<file path="src/hw/rtl/fmop_pkg.sv">
`timescale 1ns / 1ps
// ---------------------------------------------------------------------------
// Two-operator FM channel package
// Shared widths, operator request type and the log-sine and exp tables.
// ---------------------------------------------------------------------------
package fmop_pkg;

    localparam int CHANNELS_DEF = 9;

    localparam int CHAN_W      = 4;
    localparam int CHAN_CMP_W  = 5;
    localparam int PHASE_W     = 10;
    localparam int ATTEN_IN_W  = 9;
    localparam int LFO_W       = 4;
    localparam int FB_W        = 3;
    localparam int ATTEN_SUM_W = 10;
    localparam int ATTEN_W     = 7;
    localparam int LSIN_W      = 12;
    localparam int EXP_W       = 11;
    localparam int LOG_SUM_W   = 13;
    localparam int MAG_W       = 13;
    localparam int OP_OUT_W    = 14;
    localparam int FB_SUM_W    = 15;
    localparam int SAMPLE_W    = 9;
    localparam int SAMPLE_LSB  = 5;

    localparam int IN_TDATA_W  = 56;
    localparam int OUT_TDATA_W = 16;

    localparam logic [ATTEN_W-1:0] ATTEN_MAX     = 7'd127;
    localparam logic [LSIN_W-1:0]  LSIN_SILENT   = 12'hFFF;
    localparam logic [3:0]         FB_SHIFT_BASE = 4'd10;

    typedef struct packed {
        logic [PHASE_W-1:0]     phase;
        logic [PHASE_W-1:0]     offset;
        logic [ATTEN_SUM_W-1:0] atten;
        logic                   half_sine;
    } op_req_t;

    typedef logic [LSIN_W-1:0] logsin_rom_t [256];
    typedef logic [EXP_W-1:0]  exp_rom_t [256];

    localparam logsin_rom_t LOGSIN_ROM = '{
        12'h859,12'h6c3,12'h607,12'h58b,12'h52e,12'h4e4,12'h4a6,12'h471,
        12'h443,12'h41a,12'h3f5,12'h3d3,12'h3b5,12'h398,12'h37e,12'h365,
        12'h34e,12'h339,12'h324,12'h311,12'h2ff,12'h2ed,12'h2dc,12'h2cd,
        12'h2bd,12'h2af,12'h2a0,12'h293,12'h286,12'h279,12'h26d,12'h261,
        12'h256,12'h24b,12'h240,12'h236,12'h22c,12'h222,12'h218,12'h20f,
        12'h206,12'h1fd,12'h1f5,12'h1ec,12'h1e4,12'h1dc,12'h1d4,12'h1cd,
        12'h1c5,12'h1be,12'h1b7,12'h1b0,12'h1a9,12'h1a2,12'h19b,12'h195,
        12'h18f,12'h188,12'h182,12'h17c,12'h177,12'h171,12'h16b,12'h166,
        12'h160,12'h15b,12'h155,12'h150,12'h14b,12'h146,12'h141,12'h13c,
        12'h137,12'h133,12'h12e,12'h129,12'h125,12'h121,12'h11c,12'h118,
        12'h114,12'h10f,12'h10b,12'h107,12'h103,12'h0ff,12'h0fb,12'h0f8,
        12'h0f4,12'h0f0,12'h0ec,12'h0e9,12'h0e5,12'h0e2,12'h0de,12'h0db,
        12'h0d7,12'h0d4,12'h0d1,12'h0cd,12'h0ca,12'h0c7,12'h0c4,12'h0c1,
        12'h0be,12'h0bb,12'h0b8,12'h0b5,12'h0b2,12'h0af,12'h0ac,12'h0a9,
        12'h0a7,12'h0a4,12'h0a1,12'h09f,12'h09c,12'h099,12'h097,12'h094,
        12'h092,12'h08f,12'h08d,12'h08a,12'h088,12'h086,12'h083,12'h081,
        12'h07f,12'h07d,12'h07a,12'h078,12'h076,12'h074,12'h072,12'h070,
        12'h06e,12'h06c,12'h06a,12'h068,12'h066,12'h064,12'h062,12'h060,
        12'h05e,12'h05c,12'h05b,12'h059,12'h057,12'h055,12'h053,12'h052,
        12'h050,12'h04e,12'h04d,12'h04b,12'h04a,12'h048,12'h046,12'h045,
        12'h043,12'h042,12'h040,12'h03f,12'h03e,12'h03c,12'h03b,12'h039,
        12'h038,12'h037,12'h035,12'h034,12'h033,12'h031,12'h030,12'h02f,
        12'h02e,12'h02d,12'h02b,12'h02a,12'h029,12'h028,12'h027,12'h026,
        12'h025,12'h024,12'h023,12'h022,12'h021,12'h020,12'h01f,12'h01e,
        12'h01d,12'h01c,12'h01b,12'h01a,12'h019,12'h018,12'h017,12'h017,
        12'h016,12'h015,12'h014,12'h014,12'h013,12'h012,12'h011,12'h011,
        12'h010,12'h00f,12'h00f,12'h00e,12'h00d,12'h00d,12'h00c,12'h00c,
        12'h00b,12'h00a,12'h00a,12'h009,12'h009,12'h008,12'h008,12'h007,
        12'h007,12'h007,12'h006,12'h006,12'h005,12'h005,12'h005,12'h004,
        12'h004,12'h004,12'h003,12'h003,12'h003,12'h002,12'h002,12'h002,
        12'h002,12'h001,12'h001,12'h001,12'h001,12'h001,12'h001,12'h001,
        12'h000,12'h000,12'h000,12'h000,12'h000,12'h000,12'h000,12'h000
    };

    // Entry i is round(2048 * 2^(-(i+1)/256)), built in Q63 fixed point at
    // elaboration: the 256th root of one half by repeated square roots, then
    // successive powers of it.
    function automatic exp_rom_t build_exp_rom();
        exp_rom_t     rom;
        logic [63:0]  root;
        logic [63:0]  pwr;
        logic [63:0]  y;
        logic [63:0]  trial;
        logic [127:0] target;
        logic [127:0] prod;
        logic [63:0]  rounded;
        root = 64'd1 << 62;
        pwr  = 64'd1 << 63;
        for (int i = 0; i < 8; i++) begin
            target = 128'(root) << 63;
            y      = 64'd0;
            for (int b = 62; b >= 0; b--) begin
                trial = y | (64'd1 << b);
                prod  = 128'(trial) * 128'(trial);
                if (prod <= target) begin
                    y = trial;
                end
            end
            root = y;
        end
        for (int i = 0; i < 256; i++) begin
            prod    = 128'(pwr) * 128'(root);
            pwr     = prod[126:63];
            rounded = (pwr + (64'd1 << 51)) >> 52;
            rom[i]  = rounded[EXP_W-1:0];
        end
        return rom;
    endfunction

    localparam exp_rom_t EXP_ROM = build_exp_rom();

endpackage

</file>
<file path="src/hw/rtl/fm_two_operator_channel_output.sv">
`timescale 1ns / 1ps
// ---------------------------------------------------------------------------
// Two-operator FM channel output
// Modulator with per-channel self-feedback driving a carrier, one sample
// per request.
// ---------------------------------------------------------------------------
//  Channel   Direction  Ports                         Width of tdata
//  s_        in         s_tvalid s_tready s_tdata     56
//  m_        out        m_tvalid m_tready m_tdata     16
//
// Three register stages: input request, modulator result, channel sample.
// A request is accepted every cycle while the output is taken; it passes
// through the input, modulator and sample registers on its way to m_tvalid.
// The feedback history is read and written in the modulator stage, so
// back-to-back requests on one channel see each other's outputs.
// Reset clears the feedback history and all stage valid flags.
// A stall at m_tready fills the stages before s_tready falls.
// ---------------------------------------------------------------------------
module fm_two_operator_channel_output
    import fmop_pkg::*;
#(
    parameter int CHANNELS = CHANNELS_DEF
) (
    input  logic                   aclk,
    input  logic                   aresetn,
    input  logic                   s_tvalid,
    output logic                   s_tready,
    // chan_index, mod_phase, car_phase, mod_atten, car_atten, lfo_depth,
    // mod_am_on, car_am_on, mod_half_sine, car_half_sine, fb_level, zero pad
    input  logic [IN_TDATA_W-1:0]  s_tdata,
    output logic                   m_tvalid,
    input  logic                   m_tready,
    // chan_echo, chan_sample, zero pad
    output logic [OUT_TDATA_W-1:0] m_tdata
);

    localparam int IDX_W = (CHANNELS > 1) ? $clog2(CHANNELS) : 1;

    logic                  s1_valid_reg;
    logic [IN_TDATA_W-1:0] s1_data_reg;

    logic                         s2_valid_reg;
    logic [CHAN_W-1:0]            s2_chan_reg;
    logic [PHASE_W-1:0]           s2_phase_reg;
    logic [ATTEN_SUM_W-1:0]       s2_atten_reg;
    logic                         s2_half_sine_reg;
    logic signed [OP_OUT_W-1:0]   s2_mod_reg;

    logic                         out_valid_reg;
    logic [CHAN_W-1:0]            out_chan_reg;
    logic signed [SAMPLE_W-1:0]   out_sample_reg;

    logic signed [OP_OUT_W-1:0] hist_last_reg [CHANNELS];
    logic signed [OP_OUT_W-1:0] hist_prev_reg [CHANNELS];

    logic ready_out;
    logic ready_s2;
    logic ready_s1;
    logic move_s1;
    logic move_s2;

    logic [CHAN_W-1:0]      in_chan;
    logic [PHASE_W-1:0]     in_mod_phase;
    logic [PHASE_W-1:0]     in_car_phase;
    logic [ATTEN_IN_W-1:0]  in_mod_atten;
    logic [ATTEN_IN_W-1:0]  in_car_atten;
    logic [LFO_W-1:0]       in_lfo;
    logic                   in_mod_am;
    logic                   in_car_am;
    logic                   in_mod_hs;
    logic                   in_car_hs;
    logic [FB_W-1:0]        in_fb;

    logic                        chan_ok;
    logic [IDX_W-1:0]            chan_idx;
    logic signed [OP_OUT_W-1:0]  hist_last;
    logic signed [OP_OUT_W-1:0]  hist_prev;
    logic signed [FB_SUM_W-1:0]  fb_sum;
    logic signed [FB_SUM_W-1:0]  fb_shifted;
    logic [3:0]                  fb_shift;
    logic [PHASE_W-1:0]          fb_offset;
    logic [ATTEN_SUM_W-1:0]      mod_atten_sum;
    logic [ATTEN_SUM_W-1:0]      car_atten_sum;

    op_req_t                     mod_req;
    op_req_t                     car_req;
    logic signed [OP_OUT_W-1:0]  mod_out;
    logic signed [OP_OUT_W-1:0]  car_out;

    assign ready_out = !out_valid_reg || m_tready;
    assign ready_s2  = !s2_valid_reg || ready_out;
    assign ready_s1  = !s1_valid_reg || ready_s2;
    assign s_tready  = ready_s1;
    assign move_s1   = s1_valid_reg && ready_s2;
    assign move_s2   = s2_valid_reg && ready_out;

    assign in_chan      = s1_data_reg[3:0];
    assign in_mod_phase = s1_data_reg[13:4];
    assign in_car_phase = s1_data_reg[23:14];
    assign in_mod_atten = s1_data_reg[32:24];
    assign in_car_atten = s1_data_reg[41:33];
    assign in_lfo       = s1_data_reg[45:42];
    assign in_mod_am    = s1_data_reg[46];
    assign in_car_am    = s1_data_reg[47];
    assign in_mod_hs    = s1_data_reg[48];
    assign in_car_hs    = s1_data_reg[49];
    assign in_fb        = s1_data_reg[52:50];

    always_comb begin
        chan_ok   = CHAN_CMP_W'(in_chan) < CHAN_CMP_W'(CHANNELS);
        chan_idx  = IDX_W'(in_chan);
        hist_last = chan_ok ? hist_last_reg[chan_idx] : '0;
        hist_prev = chan_ok ? hist_prev_reg[chan_idx] : '0;
        fb_sum    = FB_SUM_W'(hist_last) + FB_SUM_W'(hist_prev);
        fb_shift  = FB_SHIFT_BASE - {1'b0, in_fb};
        fb_shifted = fb_sum >>> fb_shift;
        fb_offset = (in_fb == '0) ? '0 : fb_shifted[PHASE_W-1:0];
        mod_atten_sum = ATTEN_SUM_W'(in_mod_atten)
                      + (in_mod_am ? ATTEN_SUM_W'(in_lfo) : '0);
        car_atten_sum = ATTEN_SUM_W'(in_car_atten)
                      + (in_car_am ? ATTEN_SUM_W'(in_lfo) : '0);

        mod_req.phase     = in_mod_phase;
        mod_req.offset    = fb_offset;
        mod_req.atten     = mod_atten_sum;
        mod_req.half_sine = in_mod_hs;

        car_req.phase     = s2_phase_reg;
        car_req.offset    = s2_mod_reg[PHASE_W:1];
        car_req.atten     = s2_atten_reg;
        car_req.half_sine = s2_half_sine_reg;
    end

    fmop_operator u_mod_op (
        .req    (mod_req),
        .op_out (mod_out)
    );

    fmop_operator u_car_op (
        .req    (car_req),
        .op_out (car_out)
    );

    always_ff @(posedge aclk) begin
        if (!aresetn) begin
            s1_valid_reg  <= 1'b0;
            s2_valid_reg  <= 1'b0;
            out_valid_reg <= 1'b0;
            for (int i = 0; i < CHANNELS; i++) begin
                hist_last_reg[i] <= '0;
                hist_prev_reg[i] <= '0;
            end
        end else begin
            if (ready_s1) begin
                s1_valid_reg <= s_tvalid;
            end
            if (ready_s2) begin
                s2_valid_reg <= s1_valid_reg;
            end
            if (ready_out) begin
                out_valid_reg <= s2_valid_reg;
            end
            if (move_s1 && chan_ok) begin
                hist_prev_reg[chan_idx] <= hist_last;
                hist_last_reg[chan_idx] <= mod_out;
            end
        end
    end

    always_ff @(posedge aclk) begin
        if (ready_s1 && s_tvalid) begin
            s1_data_reg <= s_tdata;
        end
        if (move_s1) begin
            s2_chan_reg      <= in_chan;
            s2_phase_reg     <= in_car_phase;
            s2_atten_reg     <= car_atten_sum;
            s2_half_sine_reg <= in_car_hs;
            s2_mod_reg       <= mod_out;
        end
        if (move_s2) begin
            out_chan_reg   <= s2_chan_reg;
            out_sample_reg <= car_out[OP_OUT_W-1:SAMPLE_LSB];
        end
    end

    assign m_tvalid = out_valid_reg;
    assign m_tdata  = {3'b000, out_sample_reg, out_chan_reg};

endmodule

</file>
<file path="src/hw/rtl/fmop_operator.sv">
`timescale 1ns / 1ps
// ---------------------------------------------------------------------------
// FM operator
// Log-sine lookup, attenuation add and exp conversion for one operator.
// ---------------------------------------------------------------------------
module fmop_operator
    import fmop_pkg::*;
(
    input  op_req_t                     req,
    output logic signed [OP_OUT_W-1:0]  op_out
);

    logic [ATTEN_W-1:0]   atten;
    logic [PHASE_W-1:0]   phase_sum;
    logic                 sign;
    logic [7:0]           idx;
    logic [LSIN_W-1:0]    lsin;
    logic                 neg;
    logic [LOG_SUM_W-1:0] log_sum;
    logic [MAG_W-1:0]     mag;

    always_comb begin
        atten     = (req.atten > ATTEN_SUM_W'(ATTEN_MAX)) ? ATTEN_MAX
                                                          : req.atten[ATTEN_W-1:0];
        phase_sum = req.phase + req.offset;
        sign      = phase_sum[PHASE_W-1];
        idx       = phase_sum[8] ? ~phase_sum[7:0] : phase_sum[7:0];
        if (sign && req.half_sine) begin
            lsin = LSIN_SILENT;
            neg  = 1'b0;
        end else begin
            lsin = LOGSIN_ROM[idx];
            neg  = sign;
        end
        log_sum = LOG_SUM_W'(lsin) + {2'b00, atten, 4'b0000};
        mag     = {EXP_ROM[log_sum[7:0]], 2'b00} >> log_sum[LOG_SUM_W-1:8];
        op_out  = neg ? -$signed({1'b0, mag}) : $signed({1'b0, mag});
    end

endmodule

</file>
<file path="config.mk">
export PLATFORM = sky130hd
export DESIGN_NAME = fm_two_operator_channel_output
export DESIGN_NICKNAME = d
export VERILOG_FILES = /design/src/hw/rtl/fmop_pkg.sv /design/src/hw/rtl/fm_two_operator_channel_output.sv /design/src/hw/rtl/fmop_operator.sv
export SDC_FILE = /design/constraint.sdc
export NUM_CORES = 1
export LEC_CHECK = 0
export ABC_AREA = 1
export BUFFER_PORTS_ARGS = -buffer_cell sky130_fd_sc_hd__buf_2
export CORE_MARGIN = 2
export CORE_UTILIZATION = 50
export CTS_CLUSTER_SIZE = 40
export DETAILED_ROUTE_END_ITERATION = 8
export GPL_ROUTABILITY_DRIVEN = 0
export PLACE_DENSITY = 0.65
export RECOVER_POWER = 25
export SLEW_MARGIN = 10
export SYNTH_ARGS = -nofsm -noshare
export SYNTH_HDL_FRONTEND = slang
export SYNTH_HIERARCHICAL = 1
export SYNTH_SLANG_ARGS = --single-unit
</file>
<file path="constraint.sdc">
create_clock -name aclk -period 12.9 [get_ports aclk]
set_input_delay 0.645 -clock aclk [delete_from_list [all_inputs] [get_ports aclk]]
set_output_delay 0.645 -clock aclk [all_outputs]
set_load 0.05 [all_outputs]
</file>
==> flow_summary.yaml <==
status:
  outcome: "finished with violations"
  violations: "DRC, capacitance limit, slew limit"
route:
  wire_per_inst_um: 18.7
  drt_wl_total_um: 109000
  drc_errors: 2
  first_pass_iters: 9
  viasPerCell: 5.76
  ant_nets: 0
  drt-initial-drc-count: 3876
  vias: 33500
sta:
  hold_viol: 0
  drv_slew: 98
  fin_skew_ns: 0.0329
  rsz0062_at_grt: "no"
  fmax_mhz: 83.2
  relSlewSlack: -1.20
  fin_crit_sh: 0.931
  period_minus_slack_ns: 12.01
  whs_ns: 0.177
  finalSetupViolations: 0
  worst_pin_slew_ns: 3.30
  tns_ns: 0
clocking:
  cts_htree_levels: 2
  ctsRootBufferMaster: "clkbuf_16"
  cts_tree: "done"
  clk-insertion-delay-late_ns: 0.65
  cts_sinks: 556
  cts_made_buffers: 60
  cts_hold_buffers: 0
  clockBufferDepth: 3
  clkTransAtPathRegs_ns: 0.06
worst_hold_path:
  hp-class: "in -> reg"
  min_path_cells: 1
global_route:
  overflow: 0
  grt_antenna_before_repair: 4
  grt_max_degree: 159
  groute.usage.overall: 0.281
  grt_pass1_wl_um: 169000
  grt_pass1_vias: 30900
floorplan:
  initial_core_util: 0.504
  ios: 78
  core_region_area_sq_mm: 0.0730
  die_h_um: 275
  dieArea_sq_mm: 0.0758
  die_x_um: 275
  rows: 99
worst_setup_path:
  critPathCaptureType: "register"
  critPathArrivalTime_ns: 12.48
  cp.required_ns: 13.36
  cpPeakStageDelay_ns: 0.88
  crit_top_cell: "nand2_1"
  reg2reg_depth: 64
  crit_type: "reg -> reg"
  critPathSlowestCell: "fa_1"
  start_kind: "register"
  critPathMaxFanout: 18
layout:
  syn_to_final_growth_pct: 9.55
  layout-drive-gt1-share: 0.0765
  layout_commonest_cell: "nand2_1"
  fin_cells: 5811
  layout_common_cells: "nand2_1 (1192), nor2_1 (655), nand3_1 (568)"
  finalNetCount: 4988
  fin_area_sq_mm: 0.0403
place:
  portBuffers: 71
  hpwl_um: 70700
  place_inst: 5703
  dpl_cell_area_sq_mm: 0.0384
job:
  cap_violations: 3
synthesis:
  syn_area_sq_mm: 0.0368
  yosysWarningCount: 6
  synth_area_per_cell_sq_um: 7.93
  netlist_instances: 4639
==> routing by layer <==
metal  vias up  track usage  routed length [um]
li1      16000            -                   -
met1     15600        0.389               45800
met2      1618        0.458               50000
met3       256       0.0433                9730
met4         2       0.0812                2980
met5         -            0                  13
==> cell type report <==
class                      count  area, sq um
antenna                        1         2.50
clock buffer                  71         1540
clock inverter                35          365
fill                        6900        32600
inverter                     329         1250
multi-input combinational   3711        18400
sequential                   556        16600
tap                          959         1200
timing repair buffer         148          940
timing repair inverter         1         5.00
==> worst paths after layout <==
| check | start | end | slack, ns |
|---|---|---|---|
| min reg2reg | s1_data_reg[23]$_DFFE_PP_ | s2_phase_reg[9]$_DFFE_PP_ | 0.43 |
| max | register | hist_last_reg[8][8]$_SDFFCE_PN0P_ | 0.89 |
| max reg2reg | register | hist_last_reg[8][8]$_SDFFCE_PN0P_ | 0.89 |
| min | s_tdata[50] | s1_data_reg[50]$_DFFE_PP_ | 0.18 |
==> critical path: cells and delay by family (launching register included) <==
kind	cells	cell delay, ns
and+or+nand+nor	41	4.46
adders and majority gates	8	3.20
buffers and inverters	9	2.63
AOI/OAI and AO/OA	6	1.17
DFF	1	0.33
==> metrics by stage <==
stage / utilization / setup slack (ns)
detailed placement: 0.526 / 0.312
global route: 0.552 / 0.0343
floorplan: - / 3.35
finish: 0.553 / 0.888
global placement: 0.526 / 0.529
CTS: 0.553 / 0.322
==> repair_timing <==
action | 4_1_cts | 5_1_grt
setup buffers | 0 | 0
setup endpoints to repair | 0 | 124
gates resized for setup | 0 | 13
Power is not shown: default switching activity piles up to over one toggle a cycle in this logic, so the estimate is an artifact.
